[config.mk]
export PLATFORM = sky130hd
export DESIGN_NAME = integer_to_ascii_radix
export DESIGN_NICKNAME = d
export VERILOG_FILES = /design/src/itoa_pkg.sv /design/src/itoa_ram.sv /design/src/itoa_front.sv /design/src/itoa_div.sv /design/src/itoa_back.sv /design/src/integer_to_ascii_radix.sv
export SDC_FILE = /design/constraint.sdc
export NUM_CORES = 1
export LEC_CHECK = 0
export BUFFER_PORTS_ARGS = -buffer_cell sky130_fd_sc_hd__buf_2
export CORE_MARGIN = 5
export CORE_UTILIZATION = 45
export DETAILED_ROUTE_END_ITERATION = 8
export GPL_ROUTABILITY_DRIVEN = 0
export RECOVER_POWER = 50
export SLEW_MARGIN = 10
export SYNTH_ARGS = -nofsm -noshare
export SYNTH_HDL_FRONTEND = slang
export SYNTH_HIERARCHICAL = 1
export SYNTH_SLANG_ARGS = --single-unit
[constraint.sdc]
create_clock -name i_clk -period 6.1 [get_ports i_clk]
set_clock_uncertainty 0.2 [all_clocks]
set_input_delay 1.525 -clock i_clk [delete_from_list [all_inputs] [get_ports i_clk]]
set_output_delay 1.525 -clock i_clk [all_outputs]
set_load 0.005 [all_outputs]
[src/itoa_pkg.sv]
// Shared types, constants and helpers for the integer to ASCII radix converter.
// Used by every module of the block but itoa_ram; depends on nothing.
package itoa_pkg;

    // Field and register widths
    localparam int VALUE_W   = 32;
    localparam int RADIX_W   = 6;
    localparam int CHAR_W    = 8;
    localparam int PADCNT_W  = 5;
    localparam int CFG_IDX_W = 2;
    localparam int CFG_DAT_W = 8;

    // Digit store geometry
    localparam int MAX_DIGITS = 32;
    localparam int DIGIT_AW   = $clog2(MAX_DIGITS);
    localparam int CNT_W      = $clog2(MAX_DIGITS + 1);
    localparam int DIGIT_W    = RADIX_W;

    // Divider step counter
    localparam int DIV_STEP_W = $clog2(VALUE_W);

    // Configuration register indexes
    localparam logic [CFG_IDX_W-1:0] CFG_RADIX     = 2'd0;
    localparam logic [CFG_IDX_W-1:0] CFG_PAD_CHAR  = 2'd1;
    localparam logic [CFG_IDX_W-1:0] CFG_PAD_COUNT = 2'd2;

    // Reset values of the configuration registers
    localparam logic [RADIX_W-1:0]  RADIX_RST     = 6'd10;
    localparam logic [CHAR_W-1:0]   PAD_CHAR_RST  = 8'h30;
    localparam logic [PADCNT_W-1:0] PAD_COUNT_RST = 5'd0;

    // Radix limits; a sign is only shown in decimal
    localparam logic [RADIX_W-1:0] RADIX_MIN     = 6'd2;
    localparam logic [RADIX_W-1:0] RADIX_MAX     = 6'd36;
    localparam logic [RADIX_W-1:0] RADIX_DECIMAL = 6'd10;

    // Characters
    localparam logic [CHAR_W-1:0] CH_ZERO       = 8'h30;
    localparam logic [CHAR_W-1:0] CH_NINE       = 8'h39;
    localparam logic [CHAR_W-1:0] CH_MINUS      = 8'h2D;
    localparam logic [CHAR_W-1:0] CH_LOWER_A    = 8'h61;
    localparam logic [CHAR_W-1:0] CH_LOWER_Z    = 8'h7A;
    localparam logic [CHAR_W-1:0] CH_LETTER_OFS = CH_LOWER_A - CH_NINE - 8'd1;

    // One classified number waiting for conversion
    typedef struct packed {
        logic [VALUE_W-1:0] magnitude;
        logic               neg;
        logic [RADIX_W-1:0] radix;
        logic [CHAR_W-1:0]  pad_char;
        logic [CNT_W-1:0]   target;
    } t_job;

    // Divider request and response
    typedef struct packed {
        logic               start;
        logic [VALUE_W-1:0] dividend;
        logic [RADIX_W-1:0] divisor;
    } t_div_req;

    typedef struct packed {
        logic               done;
        logic [VALUE_W-1:0] quotient;
        logic [DIGIT_W-1:0] remainder;
    } t_div_rsp;

    // Back end status
    typedef struct packed {
        logic busy;
        logic dividing;
    } t_back_sts;

    // Digit value to ASCII: 0..9 then lower-case letters
    function automatic logic [CHAR_W-1:0] digit_to_char(input logic [DIGIT_W-1:0] d);
        logic [CHAR_W-1:0] ch;
        ch = CH_ZERO + {{(CHAR_W-DIGIT_W){1'b0}}, d};
        if (ch > CH_NINE) begin
            ch = ch + CH_LETTER_OFS;
        end
        return ch;
    endfunction

endpackage

[src/itoa_ram.sv]
// Generic single-write, single-read RAM with registered read data.
// No dependencies.
module itoa_ram #(
    parameter int WIDTH = 8,
    parameter int DEPTH = 32
) (
    input  logic                     i_clk,
    input  logic                     i_we,
    input  logic [$clog2(DEPTH)-1:0] i_waddr,
    input  logic [WIDTH-1:0]         i_wdata,
    input  logic [$clog2(DEPTH)-1:0] i_raddr,
    output logic [WIDTH-1:0]         o_rdata
);

    logic [WIDTH-1:0] r_mem [DEPTH];
    logic [WIDTH-1:0] r_rdata;

    // Write port and registered read port
    always_ff @(posedge i_clk) begin
        if (i_we) begin
            r_mem[i_waddr] <= i_wdata;
        end
        r_rdata <= r_mem[i_raddr];
    end

    assign o_rdata = r_rdata;

endmodule

[src/itoa_front.sv]
// Front end: configuration registers, input acceptance, classification and a
// two-entry job queue towards the back end. Depends on itoa_pkg.
module itoa_front (
    input  logic                                i_clk,
    input  logic                                i_rst_n,
    input  logic                                i_cfg_we,
    input  logic [itoa_pkg::CFG_IDX_W-1:0]      i_cfg_idx,
    input  logic [itoa_pkg::CFG_DAT_W-1:0]      i_cfg_data,
    input  logic                                i_valid,
    input  logic [itoa_pkg::VALUE_W-1:0]        i_value,
    input  logic                                i_is_signed,
    output logic                                o_stall,
    output logic                                o_job_valid,
    output itoa_pkg::t_job                      o_job,
    input  logic                                i_job_take
);

    logic [itoa_pkg::RADIX_W-1:0]  r_radix;
    logic [itoa_pkg::CHAR_W-1:0]   r_pad_char;
    logic [itoa_pkg::PADCNT_W-1:0] r_pad_count;

    itoa_pkg::t_job r_q [2];
    logic           r_wp;
    logic           r_rp;
    logic [1:0]     r_count;

    logic [itoa_pkg::RADIX_W-1:0] radix_sat;
    logic [itoa_pkg::CNT_W-1:0]   target;
    itoa_pkg::t_job               job_in;
    logic                         push;
    logic                         pop;

    // Saturate radix, clamp padding target, decide on sign
    always_comb begin
        if (r_radix < itoa_pkg::RADIX_MIN) begin
            radix_sat = itoa_pkg::RADIX_MIN;
        end else if (r_radix > itoa_pkg::RADIX_MAX) begin
            radix_sat = itoa_pkg::RADIX_MAX;
        end else begin
            radix_sat = r_radix;
        end

        if (itoa_pkg::CNT_W'(r_pad_count) > itoa_pkg::CNT_W'(itoa_pkg::MAX_DIGITS - 1)) begin
            target = itoa_pkg::CNT_W'(itoa_pkg::MAX_DIGITS - 1);
        end else begin
            target = itoa_pkg::CNT_W'(r_pad_count);
        end

        job_in.neg       = i_is_signed && i_value[itoa_pkg::VALUE_W-1]
                           && (radix_sat == itoa_pkg::RADIX_DECIMAL);
        job_in.magnitude = job_in.neg ? (~i_value + itoa_pkg::VALUE_W'(1)) : i_value;
        job_in.radix     = radix_sat;
        job_in.pad_char  = r_pad_char;
        job_in.target    = target;
    end

    // Queue handshake
    assign o_stall     = (r_count == 2'd2);
    assign push        = i_valid && !o_stall;
    assign o_job_valid = (r_count != 2'd0);
    assign pop         = i_job_take && o_job_valid;
    assign o_job       = r_q[r_rp];

    // Control and configuration registers
    always_ff @(posedge i_clk) begin
        if (!i_rst_n) begin
            r_radix     <= itoa_pkg::RADIX_RST;
            r_pad_char  <= itoa_pkg::PAD_CHAR_RST;
            r_pad_count <= itoa_pkg::PAD_COUNT_RST;
            r_wp        <= 1'b0;
            r_rp        <= 1'b0;
            r_count     <= 2'd0;
        end else begin
            if (i_cfg_we) begin
                unique case (i_cfg_idx)
                    itoa_pkg::CFG_RADIX: begin
                        r_radix <= i_cfg_data[itoa_pkg::RADIX_W-1:0];
                    end
                    itoa_pkg::CFG_PAD_CHAR: begin
                        r_pad_char <= i_cfg_data[itoa_pkg::CHAR_W-1:0];
                    end
                    itoa_pkg::CFG_PAD_COUNT: begin
                        r_pad_count <= i_cfg_data[itoa_pkg::PADCNT_W-1:0];
                    end
                    default: begin
                        // unused index: ignored
                    end
                endcase
            end
            if (push) begin
                r_wp <= ~r_wp;
            end
            if (pop) begin
                r_rp <= ~r_rp;
            end
            unique case ({push, pop})
                2'b10:   r_count <= r_count + 2'd1;
                2'b01:   r_count <= r_count - 2'd1;
                default: r_count <= r_count;
            endcase
        end
    end

    // Queue payload
    always_ff @(posedge i_clk) begin
        if (push) begin
            r_q[r_wp] <= job_in;
        end
    end

endmodule

[src/itoa_div.sv]
// Iterative restoring divider, one quotient bit per cycle, for a 32-bit
// dividend by a small radix. Depends on itoa_pkg.
module itoa_div (
    input  logic                 i_clk,
    input  logic                 i_rst_n,
    input  itoa_pkg::t_div_req   i_req,
    output itoa_pkg::t_div_rsp   o_rsp
);

    logic                              r_busy;
    logic                              r_done;
    logic [itoa_pkg::DIV_STEP_W-1:0]   r_step;
    logic [itoa_pkg::VALUE_W-1:0]      r_q;
    logic [itoa_pkg::DIGIT_W-1:0]      r_rem;
    logic [itoa_pkg::RADIX_W-1:0]      r_div;

    logic [itoa_pkg::DIGIT_W:0]        sh;
    logic                              ge;
    logic [itoa_pkg::DIGIT_W-1:0]      rem_nx;

    // Shift in the next dividend bit and try a subtract
    always_comb begin
        sh     = {r_rem, r_q[itoa_pkg::VALUE_W-1]};
        ge     = (sh >= {1'b0, r_div});
        rem_nx = ge ? itoa_pkg::DIGIT_W'(sh - {1'b0, r_div}) : sh[itoa_pkg::DIGIT_W-1:0];
    end

    // Control
    always_ff @(posedge i_clk) begin
        if (!i_rst_n) begin
            r_busy <= 1'b0;
            r_done <= 1'b0;
            r_step <= '0;
        end else begin
            r_done <= 1'b0;
            if (i_req.start && !r_busy) begin
                r_busy <= 1'b1;
                r_step <= '1;
            end else if (r_busy) begin
                r_step <= r_step - itoa_pkg::DIV_STEP_W'(1);
                if (r_step == '0) begin
                    r_busy <= 1'b0;
                    r_done <= 1'b1;
                end
            end
        end
    end

    // Datapath
    always_ff @(posedge i_clk) begin
        if (i_req.start && !r_busy) begin
            r_q   <= i_req.dividend;
            r_rem <= '0;
            r_div <= i_req.divisor;
        end else if (r_busy) begin
            r_q   <= {r_q[itoa_pkg::VALUE_W-2:0], ge};
            r_rem <= rem_nx;
        end
    end

    assign o_rsp.done      = r_done;
    assign o_rsp.quotient  = r_q;
    assign o_rsp.remainder = r_rem;

endmodule

[src/itoa_back.sv]
// Back end: takes jobs from the queue, drives the divider, stores digits and
// emits the text one character per item through an output register.
// Depends on itoa_pkg.
module itoa_back (
    input  logic                              i_clk,
    input  logic                              i_rst_n,
    input  logic                              i_job_valid,
    input  itoa_pkg::t_job                    i_job,
    output logic                              o_job_take,
    output itoa_pkg::t_div_req                o_div_req,
    input  itoa_pkg::t_div_rsp                i_div_rsp,
    output logic                              o_ram_we,
    output logic [itoa_pkg::DIGIT_AW-1:0]     o_ram_waddr,
    output logic [itoa_pkg::DIGIT_W-1:0]      o_ram_wdata,
    output logic [itoa_pkg::DIGIT_AW-1:0]     o_ram_raddr,
    input  logic [itoa_pkg::DIGIT_W-1:0]      i_ram_rdata,
    output itoa_pkg::t_back_sts               o_sts,
    output logic                              o_valid,
    output logic [itoa_pkg::CHAR_W-1:0]       o_text_char,
    output logic                              o_last,
    input  logic                              i_stall
);

    typedef enum logic [2:0] {
        ST_IDLE,
        ST_DIV_GO,
        ST_DIV_WAIT,
        ST_SIGN,
        ST_PAD,
        ST_DIG_RD,
        ST_DIG_OUT
    } t_state;

    t_state                          r_state,  n_state;
    logic [itoa_pkg::VALUE_W-1:0]    r_work,   n_work;
    logic                            r_neg,    n_neg;
    logic [itoa_pkg::RADIX_W-1:0]    r_radix,  n_radix;
    logic [itoa_pkg::CHAR_W-1:0]     r_pchar,  n_pchar;
    logic [itoa_pkg::CNT_W-1:0]      r_tgt,    n_tgt;
    logic [itoa_pkg::CNT_W-1:0]      r_cnt,    n_cnt;
    logic [itoa_pkg::CNT_W-1:0]      r_pads,   n_pads;
    logic [itoa_pkg::DIGIT_AW-1:0]   r_idx,    n_idx;
    logic                            r_o_valid, n_o_valid;
    logic [itoa_pkg::CHAR_W-1:0]     r_o_char,  n_o_char;
    logic                            r_o_last,  n_o_last;

    logic                            out_free;
    logic [itoa_pkg::CNT_W-1:0]      cnt_nx;
    logic [itoa_pkg::CNT_W-1:0]      pads_nx;

    assign out_free = !r_o_valid || !i_stall;
    assign cnt_nx   = r_cnt + itoa_pkg::CNT_W'(1);
    assign pads_nx  = (r_tgt > cnt_nx) ? (r_tgt - cnt_nx) : '0;

    // Sequencer next state
    always_comb begin
        n_state   = r_state;
        n_work    = r_work;
        n_neg     = r_neg;
        n_radix   = r_radix;
        n_pchar   = r_pchar;
        n_tgt     = r_tgt;
        n_cnt     = r_cnt;
        n_pads    = r_pads;
        n_idx     = r_idx;
        n_o_valid = r_o_valid && i_stall;
        n_o_char  = r_o_char;
        n_o_last  = r_o_last;
        o_job_take = 1'b0;
        o_ram_we   = 1'b0;

        unique case (r_state)
            ST_IDLE: begin
                if (i_job_valid) begin
                    o_job_take = 1'b1;
                    n_work     = i_job.magnitude;
                    n_neg      = i_job.neg;
                    n_radix    = i_job.radix;
                    n_pchar    = i_job.pad_char;
                    n_tgt      = i_job.target;
                    n_cnt      = '0;
                    n_state    = ST_DIV_GO;
                end
            end
            ST_DIV_GO: begin
                n_state = ST_DIV_WAIT;
            end
            ST_DIV_WAIT: begin
                if (i_div_rsp.done) begin
                    o_ram_we = 1'b1;
                    n_cnt    = cnt_nx;
                    n_work   = i_div_rsp.quotient;
                    if ((i_div_rsp.quotient == '0)
                        || (cnt_nx == itoa_pkg::CNT_W'(itoa_pkg::MAX_DIGITS))) begin
                        n_idx  = r_cnt[itoa_pkg::DIGIT_AW-1:0];
                        n_pads = pads_nx;
                        if (r_neg) begin
                            n_state = ST_SIGN;
                        end else if (pads_nx != '0) begin
                            n_state = ST_PAD;
                        end else begin
                            n_state = ST_DIG_RD;
                        end
                    end else begin
                        n_state = ST_DIV_GO;
                    end
                end
            end
            ST_SIGN: begin
                if (out_free) begin
                    n_o_valid = 1'b1;
                    n_o_char  = itoa_pkg::CH_MINUS;
                    n_o_last  = 1'b0;
                    n_state   = (r_pads != '0) ? ST_PAD : ST_DIG_RD;
                end
            end
            ST_PAD: begin
                if (out_free) begin
                    n_o_valid = 1'b1;
                    n_o_char  = r_pchar;
                    n_o_last  = 1'b0;
                    n_pads    = r_pads - itoa_pkg::CNT_W'(1);
                    if (r_pads == itoa_pkg::CNT_W'(1)) begin
                        n_state = ST_DIG_RD;
                    end
                end
            end
            ST_DIG_RD: begin
                // store read is under way
                n_state = ST_DIG_OUT;
            end
            ST_DIG_OUT: begin
                if (out_free) begin
                    n_o_valid = 1'b1;
                    n_o_char  = itoa_pkg::digit_to_char(i_ram_rdata);
                    n_o_last  = (r_idx == '0);
                    if (r_idx == '0) begin
                        n_state = ST_IDLE;
                    end else begin
                        n_idx   = r_idx - itoa_pkg::DIGIT_AW'(1);
                        n_state = ST_DIG_RD;
                    end
                end
            end
            default: begin
                n_state = ST_IDLE;
            end
        endcase
    end

    // State and registered outputs
    always_ff @(posedge i_clk) begin
        if (!i_rst_n) begin
            r_state   <= ST_IDLE;
            r_o_valid <= 1'b0;
        end else begin
            r_state   <= n_state;
            r_o_valid <= n_o_valid;
        end
        r_work   <= n_work;
        r_neg    <= n_neg;
        r_radix  <= n_radix;
        r_pchar  <= n_pchar;
        r_tgt    <= n_tgt;
        r_cnt    <= n_cnt;
        r_pads   <= n_pads;
        r_idx    <= n_idx;
        r_o_char <= n_o_char;
        r_o_last <= n_o_last;
    end

    // Divider and digit store hookup
    assign o_div_req.start    = (r_state == ST_DIV_GO);
    assign o_div_req.dividend = r_work;
    assign o_div_req.divisor  = r_radix;
    assign o_ram_waddr        = r_cnt[itoa_pkg::DIGIT_AW-1:0];
    assign o_ram_wdata        = i_div_rsp.remainder;
    assign o_ram_raddr        = r_idx;

    assign o_sts.busy     = (r_state != ST_IDLE);
    assign o_sts.dividing = (r_state == ST_DIV_WAIT);

    assign o_valid     = r_o_valid;
    assign o_text_char = r_o_char;
    assign o_last      = r_o_last;

endmodule

[src/integer_to_ascii_radix.sv]
// Integer to ASCII text converter, top level.
// Instantiates itoa_front, itoa_back, itoa_div and itoa_ram; uses itoa_pkg.
//
// Input channel (i_valid / o_stall): one 32-bit value and a signed flag per
// item. Output channel (o_valid / i_stall): one ASCII character per item, most
// significant first, o_last high on the final character of each number.
// Configuration: i_cfg_we writes i_cfg_data to register i_cfg_idx (0 radix,
// 1 pad character, 2 pad count); write only while the block is idle.
// Digits come from a bit-serial divider: each digit takes a start, 32
// shift/subtract steps and a hand-back. Characters then leave at one per
// cycle for sign and padding while the receiver does not stall; each digit
// character first waits for a read of the digit store.
// A two-entry queue sits between the front and the back end, so up to two
// further numbers are accepted while one is being converted.
// Reset (synchronous, active low) empties the queue, idles the sequencer,
// drops o_valid and restores radix 10, pad character '0', pad count 0.
// When the receiver stalls, the current character is held and conversion of
// the number pauses at the next character; the divider is never interrupted.
module integer_to_ascii_radix (
    input  logic                               i_clk,
    input  logic                               i_rst_n,
    input  logic                               i_cfg_we,
    input  logic [itoa_pkg::CFG_IDX_W-1:0]     i_cfg_idx,
    input  logic [itoa_pkg::CFG_DAT_W-1:0]     i_cfg_data,
    input  logic                               i_valid,
    input  logic [itoa_pkg::VALUE_W-1:0]       i_value,
    input  logic                               i_is_signed,
    output logic                               o_stall,
    output logic                               o_valid,
    output logic [itoa_pkg::CHAR_W-1:0]        o_text_char,
    output logic                               o_last,
    input  logic                               i_stall
);

    logic                            job_valid;
    itoa_pkg::t_job                  job;
    logic                            job_take;
    itoa_pkg::t_div_req              div_req;
    itoa_pkg::t_div_rsp              div_rsp;
    logic                            ram_we;
    logic [itoa_pkg::DIGIT_AW-1:0]   ram_waddr;
    logic [itoa_pkg::DIGIT_W-1:0]    ram_wdata;
    logic [itoa_pkg::DIGIT_AW-1:0]   ram_raddr;
    logic [itoa_pkg::DIGIT_W-1:0]    ram_rdata;
    itoa_pkg::t_back_sts             back_sts;

    // Accept, classify, queue
    itoa_front u_front (
        .i_clk       (i_clk),
        .i_rst_n     (i_rst_n),
        .i_cfg_we    (i_cfg_we),
        .i_cfg_idx   (i_cfg_idx),
        .i_cfg_data  (i_cfg_data),
        .i_valid     (i_valid),
        .i_value     (i_value),
        .i_is_signed (i_is_signed),
        .o_stall     (o_stall),
        .o_job_valid (job_valid),
        .o_job       (job),
        .i_job_take  (job_take)
    );

    // Divider
    itoa_div u_div (
        .i_clk   (i_clk),
        .i_rst_n (i_rst_n),
        .i_req   (div_req),
        .o_rsp   (div_rsp)
    );

    // Digit store
    itoa_ram #(
        .WIDTH (itoa_pkg::DIGIT_W),
        .DEPTH (itoa_pkg::MAX_DIGITS)
    ) u_digits (
        .i_clk   (i_clk),
        .i_we    (ram_we),
        .i_waddr (ram_waddr),
        .i_wdata (ram_wdata),
        .i_raddr (ram_raddr),
        .o_rdata (ram_rdata)
    );

    // Conversion and emission
    itoa_back u_back (
        .i_clk       (i_clk),
        .i_rst_n     (i_rst_n),
        .i_job_valid (job_valid),
        .i_job       (job),
        .o_job_take  (job_take),
        .o_div_req   (div_req),
        .i_div_rsp   (div_rsp),
        .o_ram_we    (ram_we),
        .o_ram_waddr (ram_waddr),
        .o_ram_wdata (ram_wdata),
        .o_ram_raddr (ram_raddr),
        .i_ram_rdata (ram_rdata),
        .o_sts       (back_sts),
        .o_valid     (o_valid),
        .o_text_char (o_text_char),
        .o_last      (o_last),
        .i_stall     (i_stall)
    );

    // A divider result only arrives while the sequencer waits for it
    a_div_done_expected: assert property (@(posedge i_clk) disable iff (!i_rst_n)
        div_rsp.done |-> back_sts.dividing)
        else $error("divider result outside a divide step");

    // Jobs are only taken from a non-empty queue by an idle back end
    a_take_needs_job: assert property (@(posedge i_clk) disable iff (!i_rst_n)
        job_take |-> (job_valid && !back_sts.busy))
        else $error("job taken from empty queue or by busy back end");

    // An accepted item is waiting in the queue on the next cycle
    a_accept_queues: assert property (@(posedge i_clk) disable iff (!i_rst_n)
        (i_valid && !o_stall) |=> job_valid)
        else $error("accepted item missing from queue");

    // The final character of a number is always a digit
    a_last_is_digit: assert property (@(posedge i_clk) disable iff (!i_rst_n)
        (o_valid && o_last) |->
            ((o_text_char >= itoa_pkg::CH_ZERO && o_text_char <= itoa_pkg::CH_NINE)
             || (o_text_char >= itoa_pkg::CH_LOWER_A
                 && o_text_char <= itoa_pkg::CH_LOWER_Z)))
        else $error("last character is not a digit");

endmodule
# [Yosys cells after proc, flatten, opt, wreduce, memory -nomap -nowiden]
# Memory sizes are Yosys's and may differ from the RTL's. A register that Yosys moved wholly into a read port is not among the register bits.
# Cells that the tools add are included.
[word_totals] memories=2 out_inout_bits=11 word_cells=171 input_bits=48 ff_bits=157 ramBits=296
[mem_list] name="u_digits.r_mem" words=32 word_bits=6 read_ports=1 rd_ports_with_merged_regs=1 wr=1 line_no="itoa_ram.sv:15" text="logic [WIDTH-1:0] r_mem [DEPTH];"
[mem_list] name="u_front.r_q" words=2 word_bits=52 read_ports=1 rd_ports_with_merged_regs=1 wr=1 line_no="itoa_front.sv:22" text="itoa_pkg::t_job r_q [2];"
[op_classes] n_reduce_logical=40 addsub=11 bitwise_logic=5 eq_ne=23 mux=61 magnitude_cmp=5
[op_table] operator="$mux W32" n=5
[op_table] operator="$pmux W32 S2" n=1
[op_table] operator="$mux W6" n=9
[op_table] operator="$add A32 B1 Y32 const B" n=1
[op_table] operator="$logic_not A32 Y1" n=1
[op_table] operator="$mux W8" n=4
[op_table] operator="$not A32 Y32" n=1
[op_table] operator="$mux W5" n=6
[op_table] operator="$mux W3" n=9
[op_table] operator="$pmux W6 S2" n=2
[op_table] operator="$pmux W8 S3" n=1
[op_table] operator="$pmux W3 S7" n=1
[op_table] operator="$mux W1" n=20
[op_table] operator="$ne A2 B1 Y1 const B" n=7
[op_table] operator="$reduce_bool A2 Y1" n=7
[op_table] operator="$reduce_bool A6 Y1" n=2
[op_table] operator="$sub A6 B6 Y6" n=2
[op_table] operator="$logic_not A5 Y1" n=2
[op_table] operator="$pmux W5 S2" n=1
[op_table] operator="$sub A5 B1 Y5 const B" n=2
[op_table] operator="$eq A3 B3 Y1 const B" n=3
[op_table] operator="$add A8 B6 Y8 const B" n=1
[op_table] operator="$gt A8 B6 Y1 const B" n=1
[op_table] operator="$reduce_and A2 Y1" n=4
[op_table] operator="32 further kinds" n=52

# [Logic depth before layout (Yosys ltp)]
# Gate-level depths: netlist of run 1.
[depth] ltp_word=9 mapped_depth=10 mapped_depth_nobuf=10

# [Modules after synthesis]
# The synthesis of run 1 kept the hierarchy.
[by_module_without_submodules] mod="itoa_ram" seq_area_each_um2=5885.6 cells_per_inst=323 area_per_inst_um2=7589.8 n_inst=1
[by_module_without_submodules] mod="itoa_front" seq_area_each_um2=3603.5 cells_per_inst=367 area_per_inst_um2=5434.0 n_inst=1
[by_module_without_submodules] mod="itoa_back" seq_area_each_um2=2452.4 cells_per_inst=430 area_per_inst_um2=4411.7 n_inst=1
[by_module_without_submodules] mod="itoa_div" seq_area_each_um2=1401.3 cells_per_inst=182 area_per_inst_um2=2409.8 n_inst=1

# [Least setup slack after synthesis of run 1]
# Ideal clock, no wire load.
[synth_timing] path_type="input to register" startpoint="input i_valid" endpoint="memory u_front/r_q[0][0] (netlist name) (enable)" required_time_ns=5.437 setup_ns=0.463 path_slack_ns=1.630 arrival_ns=3.807 path_buffers=0 cell_stages=2 path_cell_list="nand2_1 > nor2_1"
[synth_between] elab_chain_cells=3
[synth_rtl] item="start, declared" line_no="integer_to_ascii_radix.sv:25" text="input logic i_valid,"
[synth_rtl] item="$logic_and A1 B1 Y1" line_no="itoa_front.sv:59" text="assign push = i_valid && !o_stall;"
[synth_rtl] item="$mux W1" line_no="itoa_front.sv:106" text="if (push) begin"
[synth_rtl] item="$mux W1 (implied by the code)" line_no="itoa_front.sv:107" text="r_q[r_wp] <= job_in;"
[synth_rtl] item="end, declared" line_no="itoa_front.sv:22"
# Every way passes these cells.

==> results of run 1 <==
[final cells by class]
class | instances | area (um2) | share of cell area
Multi-Input combinational cell | 740 | 6023 | 0.2719
Sequential cell | 460 | 13340 | 0.6024
Clock buffer | 66 | 1371 | 0.06191
Timing Repair Buffer | 74 | 375.4 | 0.01695
Tap cell | 592 | 740.7 | 0.03344
Inverter | 36 | 135.1 | 0.006101
Clock inverter | 20 | 160.2 | 0.007230
[final timing paths]
check	to	slack, ps
worst min-delay path	u_div/r_div[0]	220
worst max-delay path	u_digits/o_rdata[2]	1830
worst max register to register	u_digits/o_rdata[2]	1830
worst min register to register	u_div/r_div[0]	220
[per-stage QoR]
step | cell area [um2] | hold slack, ps | setup slack [ps] | total power, mW | utilization
6_report | 22150 | 215.7 | 1833 | 9.524 | 0.5042
5_1_grt | 22150 | 232.3 | 1631 | 10.06 | 0.5042
4_1_cts | 22210 | 219.1 | 2672 | 9.642 | 0.5056
3_5_place_dp | 20680 | 204.5 | 2072 | 6.797 | 0.4708
3_3_place_gp | 20680 | 212.0 | 2066 | 6.732 | 0.4708
2_1_floorplan | 19840 | 200.3 | 1630 | 6.206 | -
[power groups by stage]
stage	Sequential, mW	Combinational, mW	Clock (mW)
final	4.63	2.08	2.81
after global routing	4.70	2.33	3.03
after CTS	4.62	2.13	2.90
after detailed placement	4.68	2.12	0
after global placement	4.66	2.07	0
after floorplan	4.53	1.67	0
[metal layers]
layer,track usage,vias to the layer above
li1,-,5028
met1,0.2296,5180
met2,0.2563,193
met3,0.02940,44
met4,0.04015,2
met5,0,-
[sequential cells by signal, summed over array words and instances (netlist names), 8 cells and up, named ones only]
| register | count |
|---|---|
| u_back/o_text_char | 8 |
| u_back/r_pchar | 8 |
| u_back/r_work | 32 |
| u_digits/r_mem | 192 |
| u_div/r_q | 32 |
| u_front/r_pad_char | 8 |
| u_front/r_q | 104 |
==> impl_metrics.toml, run 1 <==
[clock_network]
clk_path_buf_depth = 3
ctsHtreeMaxLevel = 2
tritoncts.num_buffers = 48
cts-hold-fix-buffers = 0
post_cts_resized = 0
root_buffer = "clkbuf_16"
insertion_delay_ps = 580
cts_tree = "done"
post-cts-setup-buffer-count = 0
clock-sinks = 460
cts.reportedPaths.clkPinSlew_ps = 60

[pwr]
seq_power_share = 0.486
switchingPower_mw = 2.710
power.combinational.fraction = 0.219
leakagePower_nw = 7.585
power_report.internal_total_mw = 6.815
power_density_nw_per_um2 = 430.0
switching_share = 0.2845
vdd_drop_max_mv = 0.2684
clock_power_share = 0.295

[detailed_routing]
post_route_drc = 0
drt_first_pass_iters = 5
drt_antenna_net_count = 0
drt-vias-per-instance = 5.255
postRouteWirelength_um = 38350
vias = 10447
met3WireLength_um = 1565
routed-wl-met2_um = 18120
post_detailed_route_wirelength_per_cell_um = 19.29
dr.first_iter.drc_count = 721
routed.top_layer = "met5"
met1_length_um = 17940

[hold_path]
hold_path_startpoint = "u_back/r_radix[0]"
worst_hold_check_path_type = "flip-flop to flip-flop"
whs_path_depth = 0

[timing]
report.final.hold_viol_count = 0
rsz0062_at_grt = "false"
post_route_setup_tns_ps = 0
slew_headroom = -1.092
min_period_over_period = 0.6996
worst_slew_pin_slew_ps = 3139
clock.fmax_mhz = 234.3
slew_viol_final = 338
min_period_ps = 4267
setup_viol_count_final = 0

[die]
std_cell_rows = 77
die_h_um = 220.0
die_x_um = 220.0
core_area_um2 = 43930
die_area_um2 = 48390
start_util = 0.4516
io_pins = 59

[layout]
fillCellCount = 3800
final_common_cell = "edfxtp_1"
nets = 1435
layout_common_cells = "413 x edfxtp_1, 139 x nand2_1, 88 x nor2_1, 81 x mux2_2, 60 x mux4_2"
insertedDiodeCount = 0
post_route_cells_drive_above_1_share = 0.2113
synthToLayoutAreaGrowth_pct = 11.63
post_layout_nonfiller_instances = 1988

[critical_path]
worst_r2r_path_depth = 4
critPathBufInv = 1
crit_top_cell = "mux4_2"
slowest_delay_ps = 1510
rr_startpoint = "u_back/o_ram_raddr[2]"
required_ps = 6350
cp-startpoint = "u_back/o_ram_raddr[2]"
crit_path_end_kind = "flip-flop"
worstSetupStartpointType = "flip-flop"
worst-endpoint-arrival_ps = 4510
dominant_delay_contributor_by_cell_family_on_the_critical_path = "buffers and inverters"
worstSetupPathType = "flip-flop to flip-flop"
cpMaxStageDelayCell = "clkbuf_1"
cell_depth_of_the_worst_setup_path = 4
cp_cell_sequence = "clkbuf_1 -> mux4_2 -> mux4_2 -> mux2_2"
crit_fanout = 32

[synth]
warning_count_from_the_yosys_run = 6
synth.avg_cell_area_um2 = 15.25
synth_area_um2 = 19840
syn_inst = 1301
synth_nets = 1376

[placement]
buffers_on_ports = 58
place_inst = 1902
hpwlAfterDp_um = 24560

[grt]
grt_util_all_layers = 0.1603
grt_remaining_overflow = 0
via_count_of_the_first_global_routing_pass = 10636
first_pass_grt_wire_length_um = 60740
antenna_violations_before_repair = 1
maximum_number_of_pins_on_one_net_before_global_route_repair = 54

[status]
violations = "capacitance limit, slew limit"
outcome = "complete, but fails checks"

[flow_run]
drv_cap = 8
(Power assumes the default switching activity.)
==> inputs of run 2 (changes only) <==
- clock period: 6.1 -> 4.1 ns (I/O delays scaled with it)
==> impl_metrics.toml, run 2 (synthesized netlist as in run 1, its figures left out) <==
[clock_network]
ctsHtreeMaxLevel = 2
clock-sinks = 460
insertion_delay_ps = 560
clk_path_buf_depth = 3
root_buffer = "clkbuf_16"
post_cts_resized = 0
tritoncts.num_buffers = 47
post-cts-setup-buffer-count = 0
cts-hold-fix-buffers = 0
cts.reportedPaths.clkPinSlew_ps = 70
cts_tree = "done"

[detailed_routing]
post_route_drc = 0
drt-vias-per-instance = 5.247
drt_first_pass_iters = 5
dr.first_iter.drc_count = 677
post_detailed_route_wirelength_per_cell_um = 18.93
drt_antenna_net_count = 0
vias = 10457
postRouteWirelength_um = 37720

[layout]
post_route_cells_drive_above_1_share = 0.2177
final_common_cell = "edfxtp_1"
largestRegisters = "u_digits/r_mem: 192 flops, u_front/r_q: 104 flops"
regMostFlops = "u_digits/r_mem"
fillCellCount = 3760
flip_flop_count_of_the_largest_register_all_copies_and_words_added = 192
layout_common_cells = "413 x edfxtp_1, 139 x nand2_1, 88 x nor2_1, 83 x mux2_2, 60 x mux4_2"
nets = 1442
insertedDiodeCount = 0
synthToLayoutAreaGrowth_pct = 11.86

[timing]
slew_viol_final = 147
rsz0062_at_grt = "false"
clock.fmax_mhz = 301.0
setup_viol_count_final = 0
slew_headroom = -0.02360
min_period_ps = 3322
min_period_over_period = 0.8103
post_route_setup_tns_ps = 0
worst_slew_pin_slew_ps = 1535
report.final.hold_viol_count = 0

[die]
die_x_um = 220.0
core_area_um2 = 43930
die_area_um2 = 48390
io_pins = 59
std_cell_rows = 77
start_util = 0.4516
die_h_um = 220.0

[pwr]
power_density_nw_per_um2 = 636.6
leakagePower_nw = 7.620
vdd_drop_max_mv = 0.3488
fin_total_pwr_mw = 14.13

[hold_path]
worst_hold_check_path_type = "flip-flop to flip-flop"
hold_path_startpoint = "u_back/r_radix[5]"
whs_path_depth = 0

[grt]
grt_remaining_overflow = 0
globalRouteMet3Util = 0.02899
grt_util_all_layers = 0.1594
top_usage_layer = "met2"
first_pass_grt_wire_length_um = 60400
grt_use_met1 = 0.2260
maximum_number_of_pins_on_one_net_before_global_route_repair = 54
grt_use_met2 = 0.2608
via_count_of_the_first_global_routing_pass = 10628
antenna_violations_before_repair = 0

[critical_path]
rr_startpoint = "u_div/r_rem[2]"
slowest_delay_ps = 1090
dominant_delay_contributor_by_cell_family_on_the_critical_path = "compound AO/OA/AOI/OAI gates"
worstSetupPathType = "flip-flop to flip-flop"
critPathBufInv = 1
cp_cell_sequence = "clkbuf_1 -> ha_1 -> a21o_1 -> a211oi_1 -> o21ai_1 -> o21ai_0 -> a31o_2"
cell_depth_of_the_worst_setup_path = 7
worst_r2r_path_depth = 7
setup.reg_to_reg.worst_slack_ps = 780
required_ps = 4360
worstSetupStartpointType = "flip-flop"
cp-startpoint = "u_div/r_rem[2]"
worst-endpoint-arrival_ps = 3580
crit_fanout = 35
crit_path_end_kind = "flip-flop"
cpMaxStageDelayCell = "clkbuf_1"

[status]
violations = "capacitance limit, slew limit"
outcome = "complete, but fails checks"

[placement]
hpwlAfterDp_um = 24320
buffers_on_ports = 58

[flow_run]
drv_cap = 5
==> run 2: path summary, 6_finish.rpt <==
path                                       end
worst max-delay path            u_div/r_rem[5]
worst max register to register  u_div/r_rem[5]
worst min register to register  u_div/r_div[5]
worst min-delay path            u_div/r_div[5]
==> run 2: stage by stage <==
stage	cells	hold WS (ps)	setup slack (ps)	cell area, um2	util
3_3_place_gp	1910	211.1	556.5	20740	0.4721
5_1_grt	1993	221.6	395.6	22200	0.5052
4_1_cts	1993	219.2	954.7	22250	0.5065
2_1_floorplan	1301	200.3	42.74	19840	-
6_report	1993	218.3	777.8	22200	0.5052
3_5_place_dp	1910	204.5	510.8	20740	0.4721
==> run 2: layout make-up <==
cell class              instances  area, um2  share of cell area
clock inverters                28      292.8             0.01319
repair buffers                 82      440.4             0.01984
inverters                      36      135.1            0.006088
flip-flops and latches        460      13340              0.6012
well taps                     592      740.7             0.03337
multi-input cells             740       6027              0.2715
clock buffers                  55       1216             0.05479
==> run 2: layer usage <==
metal / vias up / part of all wire
met3: 51 / 0.040
met2: 177 / 0.49
li1: 5034 / -
met5: - / 0
met4: 0 / 0.015
met1: 5195 / 0.46
==> run 2: where the power goes <==
group	internal [mW]	switching (mW)	leakage, nW
combinational	1.26	1.77	2.66
sequential	6.40	0.507	4.22
clock	2.49	1.71	0.740
==> run 2: worst reg2reg max path: stages, from the launching register on <==
cell and delay [ps]:
dfxtp_1 310, clkbuf_1 1090, ha_1 430, a21o_1 150
a211oi_1 60, o21ai_1 530, o21ai_0 210, a31o_2 240
==> inputs of run 3 (changes only) <==
- clock period: 4.1 -> 3.1 ns (I/O delays scaled with it)
==> impl_metrics.toml, run 3 (synthesized netlist as in run 1, its figures left out) <==
[pwr]
switching_share = 0.2835
seq_power_share = 0.476
power_density_nw_per_um2 = 832.2
fin_total_pwr_mw = 18.80
switchingPower_mw = 5.329
clock_power_share = 0.291
vdd_drop_max_mv = 0.4953
power.combinational.fraction = 0.233
leakagePower_nw = 7.847
power_report.internal_total_mw = 13.47

[layout]
regMostFlops = "u_digits/r_mem"
layout_common_cells = "413 x edfxtp_1, 139 x nand2_1, 89 x nor2_1, 79 x mux2_2, 60 x mux4_2"
post_route_cells_drive_above_1_share = 0.2348
final_common_cell = "edfxtp_1"
nets = 1490
synthToLayoutAreaGrowth_pct = 13.84
largestRegisters = "u_digits/r_mem: 192 flops, u_front/r_q: 104 flops"
insertedDiodeCount = 0
flip_flop_count_of_the_largest_register_all_copies_and_words_added = 192

[hold_path]
hold_path_startpoint = "u_back/r_radix[1]"
whs_path_depth = 0
worst_hold_check_path_type = "flip-flop to flip-flop"

[grt]
via_count_of_the_first_global_routing_pass = 10947
maximum_number_of_pins_on_one_net_before_global_route_repair = 53
grt_util_all_layers = 0.1631
antenna_violations_before_repair = 0
first_pass_grt_wire_length_um = 61900
grt_remaining_overflow = 0

[timing]
clock.fmax_mhz = 345.9
min_period_over_period = 0.9326
rsz0062_at_grt = "false"
report.final.hold_viol_count = 0
slew_headroom = -0.05543
setup_viol_count_final = 0
worst_slew_pin_slew_ps = 1583
postLayoutSetupSlackWorst_ps = 208.8
slew_viol_final = 118
min_period_ps = 2891

[clock_network]
cts.reportedPaths.clkPinSlew_ps = 60
clock-sinks = 460
tritoncts.num_buffers = 48
clk_path_buf_depth = 3
ctsHtreeMaxLevel = 2
post_cts_resized = 0
post-cts-setup-buffer-count = 0
insertion_delay_ps = 560
cts-hold-fix-buffers = 0
root_buffer = "clkbuf_16"
cts_tree = "done"

[critical_path]
worstSetupPathType = "flip-flop to flip-flop"
crit_fanout = 5
cp-startpoint = "u_back/r_cnt[0]"
worst_r2r_path_depth = 9
worst-endpoint-arrival_ps = 2990
required_ps = 3200
worstSetupStartpointType = "flip-flop"
crit_path_end_kind = "flip-flop"
rr_startpoint = "u_back/r_cnt[0]"

[detailed_routing]
drt_antenna_net_count = 0
routed-wl-met2_um = 18620
postRouteWirelength_um = 38510
post_detailed_route_wirelength_per_cell_um = 18.84
dr.first_iter.drc_count = 635
routed.top_layer = "met4"
drt_first_pass_iters = 5
met3WireLength_um = 1473
met1_length_um = 17560
drt-vias-per-instance = 5.239
post_route_drc = 0
vias = 10709

[die]
die_x_um = 220.0
die_h_um = 220.0
core_area_um2 = 43930
io_pins = 59
start_util = 0.4516
die_area_um2 = 48390
std_cell_rows = 77

[flow_run]
drv_cap = 4

[status]
violations = "capacitance limit, slew limit"
outcome = "complete, but fails checks"

[placement]
hpwlAfterDp_um = 25300
buffers_on_ports = 58
pre_cts_ws_ps = -51.41
[run 3: cell count changes in the layout (fill, tap and decap cells not counted), moves of 2 or more]
cell       change
mux2_2         -4
buf_12         +5
mux2_1         +4
bufinv_16      -3
clkbuf_8       +2
clkbuf_1      +14
buf_4         +34
clkbuf_16      +2
clkinv_2       -3
[run 3: cell type report]
cell class	instances	area (um2)
timing repair buffer	129	827.0
tap	592	740.7
multi-input combinational	740	6038
sequential	460	13340
clock inverter	21	183.9
fill	3782	21340
clock buffer	66	1320
inverter	36	135.1
[run 3: per-layer routing]
metal | global-route usage | vias to the layer above
met4 | 0.04743 | 0
met1 | 0.2297 | 5318
li1 | - | 5142
met3 | 0.02473 | 54
met5 | 0 | -
met2 | 0.2657 | 195
[run 3: worst max-delay path, cell delays in order, from the launching register on]
cell and delay, ps:
edfxtp_1 390, ha_1 250, xnor2_1 260, ha_1 330, a21o_1 200, maj3_2 330, a221o_1 400, nand2_1 130
or3_1 110, o21ai_1 50
[run 3: power groups by stage]
stage	combinational, mW	sequential (mW)	clock (mW)
after detailed placement	4.48	9.07	0
after global routing	4.87	9.06	5.92
final	4.37	8.95	5.47
after floorplan	3.30	8.90	0
after CTS	4.51	8.95	5.66
after global placement	4.40	9.04	0
[run 3: path summary, 6_finish.rpt]
check	to	slack (ps)
worst max-delay path	u_back/r_pads[1]	210
worst min-delay path	u_div/r_div[1]	210
worst max register to register	u_back/r_pads[1]	210
worst min register to register	u_div/r_div[1]	210
[run 3: per-stage QoR]
stage | hold slack, ps | area, um2 | util | setup TNS [ps] | std cells
2_1_floorplan | 200.3 | 19850 | - | 0 | 1301
3_3_place_gp | 212.7 | 21190 | 0.4823 | -141.9 | 1957
3_5_place_dp | 206.3 | 21190 | 0.4823 | -248.5 | 1957
4_1_cts | 212.6 | 22690 | 0.5165 | 0 | 2044
5_1_grt | 230.5 | 22590 | 0.5142 | 0 | 2044
6_report | 214.0 | 22590 | 0.5142 | 0 | 2044
